$ cat config.mk
export PLATFORM = sky130hd
export DESIGN_NAME = utf8_escape_formatter_unit
export DESIGN_NICKNAME = d
export VERILOG_FILES = /design/src/hdl/uef_pkg.sv /design/src/hdl/utf8_escape_formatter_unit.sv /design/src/hdl/uef_front.sv /design/src/hdl/uef_queue.sv /design/src/hdl/uef_back.sv
export SDC_FILE = /design/constraint.sdc
export NUM_CORES = 1
export LEC_CHECK = 0
export BUFFER_PORTS_ARGS = -buffer_cell sky130_fd_sc_hd__buf_2
export CORE_UTILIZATION = 48
export CTS_CLUSTER_DIAMETER = 80
export DETAILED_ROUTE_END_ITERATION = 16
export PLACE_DENSITY = 0.75
export SLEW_MARGIN = 20
export SYNTH_ARGS = -nofsm -noshare
export SYNTH_HDL_FRONTEND = slang
export SYNTH_HIERARCHICAL = 1
export SYNTH_SLANG_ARGS = --single-unit
$ cat constraint.sdc
create_clock -name clk -period 4.8 [get_ports clk]
set_clock_uncertainty 0.05 [all_clocks]
set_input_delay 0.24 -clock clk [delete_from_list [all_inputs] [get_ports clk]]
set_output_delay 0.24 -clock clk [all_outputs]
set_load 0.01 [all_outputs]
$ cat src/hdl/uef_pkg.sv
// ----------------------------------------------------------------------------
// UTF-8 escape formatter package
// Job type passed from the decoder front end to the character emitter.
// ----------------------------------------------------------------------------
package uef_pkg;

    // Number of decoded jobs held between front and back.
    localparam int QUEUE_DEPTH = 4;
    localparam int QUEUE_AW    = $clog2(QUEUE_DEPTH);
    localparam int QUEUE_CW    = $clog2(QUEUE_DEPTH + 1);

    localparam int CODE_W = 21;

    // ASCII characters used by the escapes.
    localparam logic [7:0] CH_BACKSLASH = 8'h5C;
    localparam logic [7:0] CH_QUOTE     = 8'h22;
    localparam logic [7:0] CH_NEWLINE   = 8'h0A;
    localparam logic [7:0] CH_N         = 8'h6E;
    localparam logic [7:0] CH_U         = 8'h75;
    localparam logic [7:0] CH_LBRACE    = 8'h7B;
    localparam logic [7:0] CH_RBRACE    = 8'h7D;

    // Kind of output sequence one input byte causes.
    typedef enum logic [1:0] {
        JOB_PASS = 2'b00,   // one character as is
        JOB_ESC  = 2'b01,   // backslash followed by one character
        JOB_HEX  = 2'b10    // \u{hex digits}
    } job_kind_t;

    typedef struct packed {
        job_kind_t           kind;
        logic [7:0]          ch;      // pass character or escaped character
        logic [CODE_W-1:0]   code;    // value for a hex escape
        logic [2:0]          ndig;    // hex digit count, 1 to 6
    } job_t;

endpackage

$ cat src/hdl/utf8_escape_formatter_unit.sv
// ----------------------------------------------------------------------------
// UTF-8 escape formatter
// Converts a byte stream into escaped text with \n, \\, \" and \u{hex}.
// ----------------------------------------------------------------------------
//  Channel   Direction  tdata                 tuser  tlast
//  s_axis    in         [7:0] in_byte         -      end_of_string
//  m_axis    out        [7:0] out_char        -      last_of_run
//
//  One input byte is accepted per cycle while the four-entry job queue
//  has room; the emitter sends one character per cycle while the output
//  is not stalled, and one byte expands to at most ten characters. A
//  character passes through the job queue and then the output register
//  after its byte is accepted. rst_n clears sequence state, queue and
//  output valid at once. Output stalls fill the queue and then stall input.
// ----------------------------------------------------------------------------
module utf8_escape_formatter_unit (
    input  logic       clk,
    input  logic       rst_n,
    input  logic       s_tvalid,
    output logic       s_tready,
    input  logic [7:0] s_tdata,   // [7:0] in_byte
    input  logic       s_tlast,
    output logic       m_tvalid,
    input  logic       m_tready,
    output logic [7:0] m_tdata,   // [7:0] out_char
    output logic       m_tlast
);

    logic          push;
    uef_pkg::job_t push_job;
    logic          pop;
    logic          queue_full;
    logic          head_valid;
    uef_pkg::job_t head_job;

    // Byte decoder.
    uef_front u_front (
        .clk        (clk),
        .rst_n      (rst_n),
        .in_valid   (s_tvalid),
        .in_ready   (s_tready),
        .in_byte    (s_tdata),
        .in_eos     (s_tlast),
        .queue_full (queue_full),
        .push       (push),
        .push_job   (push_job)
    );

    // Job queue between decoder and emitter.
    uef_queue u_queue (
        .clk        (clk),
        .rst_n      (rst_n),
        .push       (push),
        .push_job   (push_job),
        .pop        (pop),
        .full       (queue_full),
        .head_valid (head_valid),
        .head_job   (head_job)
    );

    // Character emitter.
    uef_back u_back (
        .clk        (clk),
        .rst_n      (rst_n),
        .head_valid (head_valid),
        .head_job   (head_job),
        .pop        (pop),
        .out_valid  (m_tvalid),
        .out_ready  (m_tready),
        .out_char   (m_tdata),
        .out_last   (m_tlast)
    );

endmodule

$ cat src/hdl/uef_front.sv
// ----------------------------------------------------------------------------
// UTF-8 escape formatter front end
// Accepts input bytes, tracks pending UTF-8 sequences and turns each byte
// into at most one output job.
// ----------------------------------------------------------------------------
module uef_front (
    input  logic          clk,
    input  logic          rst_n,
    input  logic          in_valid,
    output logic          in_ready,
    input  logic [7:0]    in_byte,
    input  logic          in_eos,
    input  logic          queue_full,
    output logic          push,
    output uef_pkg::job_t push_job
);

    logic [1:0]                  pending_reg, pending_next;
    logic [uef_pkg::CODE_W-1:0]  accum_reg, accum_next;
    logic [uef_pkg::CODE_W-1:0]  merged;
    logic [1:0]                  pending_dec;
    logic                        job_valid;
    uef_pkg::job_t               job;
    logic                        accept;

    // Number of hex digits needed for a code point, without leading zeros.
    function automatic logic [2:0] hex_digits(input logic [uef_pkg::CODE_W-1:0] c);
        logic [2:0] n;
        begin
            if (c[20])
                n = 3'd6;
            else if (c[19:16] != 4'd0)
                n = 3'd5;
            else if (c[15:12] != 4'd0)
                n = 3'd4;
            else if (c[11:8] != 4'd0)
                n = 3'd3;
            else if (c[7:4] != 4'd0)
                n = 3'd2;
            else
                n = 3'd1;
            return n;
        end
    endfunction

    assign in_ready = !queue_full;
    assign accept   = in_valid && in_ready;
    assign push     = accept && job_valid;
    assign push_job = job;

    // Decode one byte against the pending sequence state.
    always_comb
    begin
        pending_next = pending_reg;
        accum_next   = accum_reg;
        job_valid    = 1'b0;
        job          = '0;
        merged       = accum_reg;
        pending_dec  = pending_reg - 2'd1;

        if (pending_reg != 2'd0 && in_byte[7:6] == 2'b10)
        begin
            // Continuation byte: merge its six payload bits.
            unique case (pending_reg)
                2'd1:    merged = accum_reg | {15'd0, in_byte[5:0]};
                2'd2:    merged = accum_reg | {9'd0, in_byte[5:0], 6'd0};
                2'd3:    merged = accum_reg | {3'd0, in_byte[5:0], 12'd0};
                default: merged = accum_reg;
            endcase
            if (pending_dec == 2'd0)
            begin
                job_valid    = 1'b1;
                job.kind     = uef_pkg::JOB_HEX;
                job.code     = merged;
                job.ndig     = hex_digits(merged);
                accum_next   = '0;
                pending_next = 2'd0;
            end
            else
            begin
                accum_next   = merged;
                pending_next = pending_dec;
            end
        end
        else
        begin
            // Lead byte; any partial sequence is discarded.
            pending_next = 2'd0;
            accum_next   = '0;
            priority if (in_byte == uef_pkg::CH_NEWLINE)
            begin
                job_valid = 1'b1;
                job.kind  = uef_pkg::JOB_ESC;
                job.ch    = uef_pkg::CH_N;
            end
            else if (in_byte == uef_pkg::CH_BACKSLASH || in_byte == uef_pkg::CH_QUOTE)
            begin
                job_valid = 1'b1;
                job.kind  = uef_pkg::JOB_ESC;
                job.ch    = in_byte;
            end
            else if (in_byte < 8'h20)
            begin
                job_valid = 1'b1;
                job.kind  = uef_pkg::JOB_HEX;
                job.code  = {13'd0, in_byte};
                job.ndig  = (in_byte[7:4] != 4'd0) ? 3'd2 : 3'd1;
            end
            else if (in_byte < 8'h80)
            begin
                job_valid = 1'b1;
                job.kind  = uef_pkg::JOB_PASS;
                job.ch    = in_byte;
            end
            else if (in_byte < 8'hC0)
            begin
                // Stray continuation byte is dropped.
                job_valid = 1'b0;
            end
            else if (in_byte < 8'hE0)
            begin
                accum_next   = {10'd0, in_byte[4:0], 6'd0};
                pending_next = 2'd1;
            end
            else if (in_byte < 8'hF0)
            begin
                accum_next   = {5'd0, in_byte[3:0], 12'd0};
                pending_next = 2'd2;
            end
            else if (in_byte < 8'hF8)
            begin
                accum_next   = {in_byte[2:0], 18'd0};
                pending_next = 2'd3;
            end
            else
            begin
                // Bytes F8 to FF are dropped.
                job_valid = 1'b0;
            end
        end

        // End of string drops any unfinished sequence.
        if (in_eos)
        begin
            pending_next = 2'd0;
            accum_next   = '0;
        end
    end

    // Sequence state advances on each accepted transaction.
    always_ff @(posedge clk or negedge rst_n)
    begin
        if (!rst_n)
        begin
            pending_reg <= 2'd0;
            accum_reg   <= '0;
        end
        else if (accept)
        begin
            pending_reg <= pending_next;
            accum_reg   <= accum_next;
        end
    end

endmodule

$ cat src/hdl/uef_queue.sv
// ----------------------------------------------------------------------------
// UTF-8 escape formatter job queue
// Small FIFO of decoded jobs between the front end and the emitter.
// ----------------------------------------------------------------------------
module uef_queue (
    input  logic          clk,
    input  logic          rst_n,
    input  logic          push,
    input  uef_pkg::job_t push_job,
    input  logic          pop,
    output logic          full,
    output logic          head_valid,
    output uef_pkg::job_t head_job
);

    uef_pkg::job_t                    entry_reg [uef_pkg::QUEUE_DEPTH];
    logic [uef_pkg::QUEUE_AW-1:0]     wr_ptr_reg, wr_ptr_next;
    logic [uef_pkg::QUEUE_AW-1:0]     rd_ptr_reg, rd_ptr_next;
    logic [uef_pkg::QUEUE_CW-1:0]     count_reg, count_next;

    assign full       = (count_reg == uef_pkg::QUEUE_CW'(uef_pkg::QUEUE_DEPTH));
    assign head_valid = (count_reg != '0);
    assign head_job   = entry_reg[rd_ptr_reg];

    // Pointer and fill count updates.
    always_comb
    begin
        wr_ptr_next = push ? wr_ptr_reg + uef_pkg::QUEUE_AW'(1) : wr_ptr_reg;
        rd_ptr_next = pop  ? rd_ptr_reg + uef_pkg::QUEUE_AW'(1) : rd_ptr_reg;
        count_next  = count_reg;
        if (push && !pop)
            count_next = count_reg + uef_pkg::QUEUE_CW'(1);
        else if (pop && !push)
            count_next = count_reg - uef_pkg::QUEUE_CW'(1);
    end

    always_ff @(posedge clk or negedge rst_n)
    begin
        if (!rst_n)
        begin
            wr_ptr_reg <= '0;
            rd_ptr_reg <= '0;
            count_reg  <= '0;
        end
        else
        begin
            wr_ptr_reg <= wr_ptr_next;
            rd_ptr_reg <= rd_ptr_next;
            count_reg  <= count_next;
        end
    end

    // Job storage needs no reset.
    always_ff @(posedge clk)
    begin
        if (push)
            entry_reg[wr_ptr_reg] <= push_job;
    end

endmodule

$ cat src/hdl/uef_back.sv
// ----------------------------------------------------------------------------
// UTF-8 escape formatter emitter
// Walks the job at the queue head one character per cycle into the
// output register while the output is not stalled.
// ----------------------------------------------------------------------------
module uef_back (
    input  logic          clk,
    input  logic          rst_n,
    input  logic          head_valid,
    input  uef_pkg::job_t head_job,
    output logic          pop,
    output logic          out_valid,
    input  logic          out_ready,
    output logic [7:0]    out_char,
    output logic          out_last
);

    logic [3:0] pos_reg, pos_next;
    logic       valid_reg, valid_next;
    logic [7:0] char_reg;
    logic       last_reg;
    logic       load;
    logic [7:0] cur_char;
    logic       cur_last;
    logic [3:0] digit_sel;
    logic [3:0] nibble;
    logic [23:0] code_ext;

    assign load      = head_valid && (!valid_reg || out_ready);
    assign pop       = load && cur_last;
    assign code_ext  = {3'd0, head_job.code};
    assign digit_sel = {1'b0, head_job.ndig} + 4'd2 - pos_reg;

    // Select the hex digit, most significant first.
    always_comb
    begin
        unique case (digit_sel[2:0])
            3'd0:    nibble = code_ext[3:0];
            3'd1:    nibble = code_ext[7:4];
            3'd2:    nibble = code_ext[11:8];
            3'd3:    nibble = code_ext[15:12];
            3'd4:    nibble = code_ext[19:16];
            3'd5:    nibble = code_ext[23:20];
            default: nibble = 4'd0;
        endcase
    end

    // Character at the current position of the head job.
    always_comb
    begin
        cur_char = head_job.ch;
        cur_last = 1'b0;
        unique case (head_job.kind)
            uef_pkg::JOB_PASS:
            begin
                cur_char = head_job.ch;
                cur_last = 1'b1;
            end
            uef_pkg::JOB_ESC:
            begin
                cur_char = (pos_reg == 4'd0) ? uef_pkg::CH_BACKSLASH : head_job.ch;
                cur_last = (pos_reg != 4'd0);
            end
            uef_pkg::JOB_HEX:
            begin
                priority if (pos_reg == 4'd0)
                    cur_char = uef_pkg::CH_BACKSLASH;
                else if (pos_reg == 4'd1)
                    cur_char = uef_pkg::CH_U;
                else if (pos_reg == 4'd2)
                    cur_char = uef_pkg::CH_LBRACE;
                else if (pos_reg == {1'b0, head_job.ndig} + 4'd3)
                begin
                    cur_char = uef_pkg::CH_RBRACE;
                    cur_last = 1'b1;
                end
                else if (nibble < 4'd10)
                    cur_char = 8'h30 + {4'd0, nibble};
                else
                    cur_char = 8'h57 + {4'd0, nibble};
            end
            default:
            begin
                cur_char = head_job.ch;
                cur_last = 1'b1;
            end
        endcase
    end

    // Position and output valid control.
    always_comb
    begin
        pos_next   = pos_reg;
        valid_next = valid_reg;
        if (load)
        begin
            pos_next   = cur_last ? 4'd0 : pos_reg + 4'd1;
            valid_next = 1'b1;
        end
        else if (out_ready)
            valid_next = 1'b0;
    end

    always_ff @(posedge clk or negedge rst_n)
    begin
        if (!rst_n)
        begin
            pos_reg   <= 4'd0;
            valid_reg <= 1'b0;
        end
        else
        begin
            pos_reg   <= pos_next;
            valid_reg <= valid_next;
        end
    end

    // Output payload register.
    always_ff @(posedge clk)
    begin
        if (load)
        begin
            char_reg <= cur_char;
            last_reg <= cur_last;
        end
    end

    assign out_valid = valid_reg;
    assign out_char  = char_reg;
    assign out_last  = last_reg;

endmodule

==> flow_metrics.py <==
metrics = {
    "yosys": {
        "synth_ff_type": "edfxtp_1",
        "synthMuxAreaShare_pct": 10.6,
        "syn_inst": 591,
        "synth_area_per_cell_um2": 14.5,
        "synth-compound-area-share_pct": 9.35,
        "synth_top_family_by_area": "multiplexers",
        "synth_warnings": 6,
        "syn_area_um2": 8560,
        "async_reset_ff_share_pct": 19.4,
        "synth.distinct_cells": 66,
        "syn-num-nets": 627,
        "synth-xor-area-share_pct": 1.61,
        "ys_ff_latch": 180,
        "synth_edf_count": 145,
        "synthAdderAreaFrac_pct": 3.45,
        "synth_seq_area_share_pct": 61.1,
        "synthSimpleGateAreaFrac_pct": 10.3,
    },
    "pwr": {
        "power_density_nw_per_um2": 596,
        "power_mw": 5.57,
        "p_leak_nw": 3.42,
        "ir_worst_vdd_mv": 0.319,
    },
    "global_routing": {
        "grt_max_degree": 36,
        "overflow": 0,
        "grt_antenna_before_repair": 0,
        "grt_pass1_vias": 5027,
        "grt_util_all_layers_pct": 20.3,
        "grt_pass1_wl_um": 27300,
    },
    "worst_setup_path": {
        "cp.arrival_ns": 4.51,
        "cp-start-kind": "register",
        "cp-end-kind": "register",
        "crit_required_ns": 5.06,
        "critPathMostFrequentCell": "inv_1",
        "r2r-start": "u_queue/rd_ptr_reg[0]",
        "cp_max_fo": 17,
        "cp_top_family": "adder cells",
        "r2r_end": "u_queue/count_reg[1]",
        "reg2reg_depth": 12,
        "critical_path_class": "reg2reg",
        "crit_chain": "mux4_1 > inv_1 > ha_1 > nand2b_1 > nor4_2 > a31oi_1 > nor2_1 > inv_1 > ha_1 > inv_1 > fa_1 > mux2_2",
        "cp_num_buf_inv": 3,
        "reg2reg_slack_ns": 0.54,
        "slowest_delay_ns": 0.69,
        "crit_slowest_cell": "dfrtp_2",
    },
    "die": {
        "die_width_um": 136,
        "placement_rows": 48,
        "dieHeight_um": 136,
        "dieArea_um2": 18400,
        "io_pins": 24,
        "start_util_pct": 49.3,
        "core-area_um2": 17400,
    },
    "layout": {
        "final_nets": 647,
        "drive_above_1_share_pct": 17.5,
        "final_cell_mix": "edfxtp_1, nand2_1, dfrtp_1",
        "finalInstanceArea_um2": 9360,
        "fill_cells": 1370,
        "final_core_util_pct": 53.9,
        "area_delta_synth_final_pct": 9.30,
        "finalNonFillerCells": 849,
        "largest_register_ffs": 136,
        "final_common_cell": "edfxtp_1",
        "n_antenna_cell": 0,
    },
    "clock_tree": {
        "cts_buffers": 17,
        "tritoncts": "built",
        "cts-resized-gates": 0,
        "cts_setup_buffers": 0,
        "htreeDepth": 4,
        "clk_pin_slew_ns": 0.06,
        "cts_sinks": 180,
        "cts_hold_buf": 1,
        "clock_path_buffers": 2,
        "worstSkewPairLatency_ns": 0.42,
        "clockRootBuffer": "clkbuf_16",
    },
    "routing": {
        "num_vias": 5036,
        "drc_errors": 0,
        "drtIter0Drc": 416,
        "firstDrtPassIters": 4,
        "wire_per_inst_um": 20.3,
        "drt-total-wl_um": 17300,
        "postRouteAntennaNets": 0,
        "viasPerCell": 5.93,
    },
    "timing": {
        "timing.fmax_mhz": 235,
        "maxSlewViolCount": 0,
        "fin_crit_ns": 4.26,
        "hold-worst-slack_ns": 0.0442,
        "hold_viol": 0,
        "setup_slack_ns": 0.542,
        "slew-limit-headroom_pct": 33.3,
        "rsz0062_at_grt": "false",
        "setup_viol": 0,
        "final.period_utilization_pct": 88.7,
        "worst_pin_slew_ns": 0.996,
        "setup_tns_ns": 0,
    },
    "worst_hold_path": {
        "worstHoldStart": "m_tready",
        "hold-path-cell-count": 3,
        "hold_end": "u_back/out_valid",
        "hold_path.class": "in2reg",
    },
    "placement": {
        "gp_congestion": 0.955,
        "port_buffers": 23,
        "dp.cells": 816,
        "dp_slack_ns": 0.600,
        "dpl_cell_area_um2": 8800,
        "hpwl_um": 11700,
    },
    "status": {
        "status": "finished clean",
    },
    "flow_run": {
        "cap_violations": 0,
    },
}
==> worst max-delay path by stage <==
stage,startpoint,endpoint,slack [ns],cells past startpoint
detailed placement,u_queue/rd_ptr_reg[0],u_queue/count_reg[1],0.60,12
finish,u_queue/rd_ptr_reg[0],u_queue/count_reg[1],0.54,12
global route,u_queue/rd_ptr_reg[0],u_queue/count_reg[1],0.31,12
CTS,u_queue/rd_ptr_reg[0],u_queue/count_reg[1],0.54,12
floorplan,u_queue/rd_ptr_reg[0],u_queue/count_reg[1],1.22,14
global placement,u_queue/rd_ptr_reg[0],u_queue/count_reg[1],0.74,12
==> area by class of cell <==
cell class / instances / area, µm² / area share, %
Multi-Input combinational cell: 358 / 3030 / 32.3
Inverter: 22 / 82.6 / 0.883
Clock buffer: 24 / 472 / 5.04
Sequential cell: 180 / 5230 / 55.9
Clock inverter: 8 / 77.6 / 0.829
Timing Repair Buffer: 32 / 185 / 1.98
Tap cell: 225 / 282 / 3.01
==> where the power goes <==
part           leakage (nW)  internal, mW  switching [mW]
Sequential             1.82          1.94           0.121
Combinational          1.33         0.958            1.28
Clock                 0.264         0.740           0.541
==> logic make-up (layout without fill, tap and decap cells) <==
| logic type | after synthesis | in the layout |
|---|---|---|
| XOR/XNOR | 14 | 14 |
| multiplexers | 43 | 43 |
| AND/OR/NAND/NOR | 166 | 166 |
| buffers and inverters | 53 | 86 |
| adder cells (fa/ha/maj) | 23 | 23 |
| AO/OA/AOI/OAI | 111 | 111 |
| other | 1 | 1 |
| flip-flops | 180 | 180 |
==> Yosys cell counts (3+ instances only) <==
cell	count	area, µm²
or3_1	4	25.0
mux4_1	7	184
dfrtp_1	35	876
o31ai_1	10	75.1
clkbuf_1	10	37.5
a21oi_1	13	65.1
xnor2_1	4	35.0
buf_6	5	56.3
nand2_1	44	165
nand2b_1	8	50.1
nor2b_1	9	56.3
a22o_1	9	78.8
ha_1	22	275
mux2_2	5	56.3
o211a_1	3	30.0
mux4_2	28	631
nor3_1	3	15.0
o22ai_1	5	31.3
a22oi_1	12	90.1
nor2_1	30	113
nand3_1	18	90.1
a31oi_1	3	18.8
a21o_1	5	37.5
edfxtp_1	145	4350
xor2_1	8	70.1
inv_1	21	78.8
and2_1	18	113
and2b_1	3	22.5
nand3b_1	10	75.1
and3_1	8	50.1
buf_2	12	60.1
o21ai_0	30	150
buf_12	3	60.1
==> worst reg2reg max path, stage by stage, from the launching register on <==
cell	delay, ns
dfrtp_2	0.69
mux4_1	0.64
inv_1	0.10
ha_1	0.34
nand2b_1	0.23
nor4_2	0.38
a31oi_1	0.26
nor2_1	0.33
inv_1	0.13
ha_1	0.23
inv_1	0.08
fa_1	0.42
mux2_2	0.28
==> routing by layer <==
layer / track usage [%] / up-vias / part of all wire, %
met2: 32.4 / 152 / 49
met5: 0 / - / 0
li1: - / 2301 / -
met4: 7.30 / 0 / 1.7
met1: 27.9 / 2562 / 45
met3: 3.59 / 21 / 4.2
Note: power is estimated with default switching activity, not from simulation.
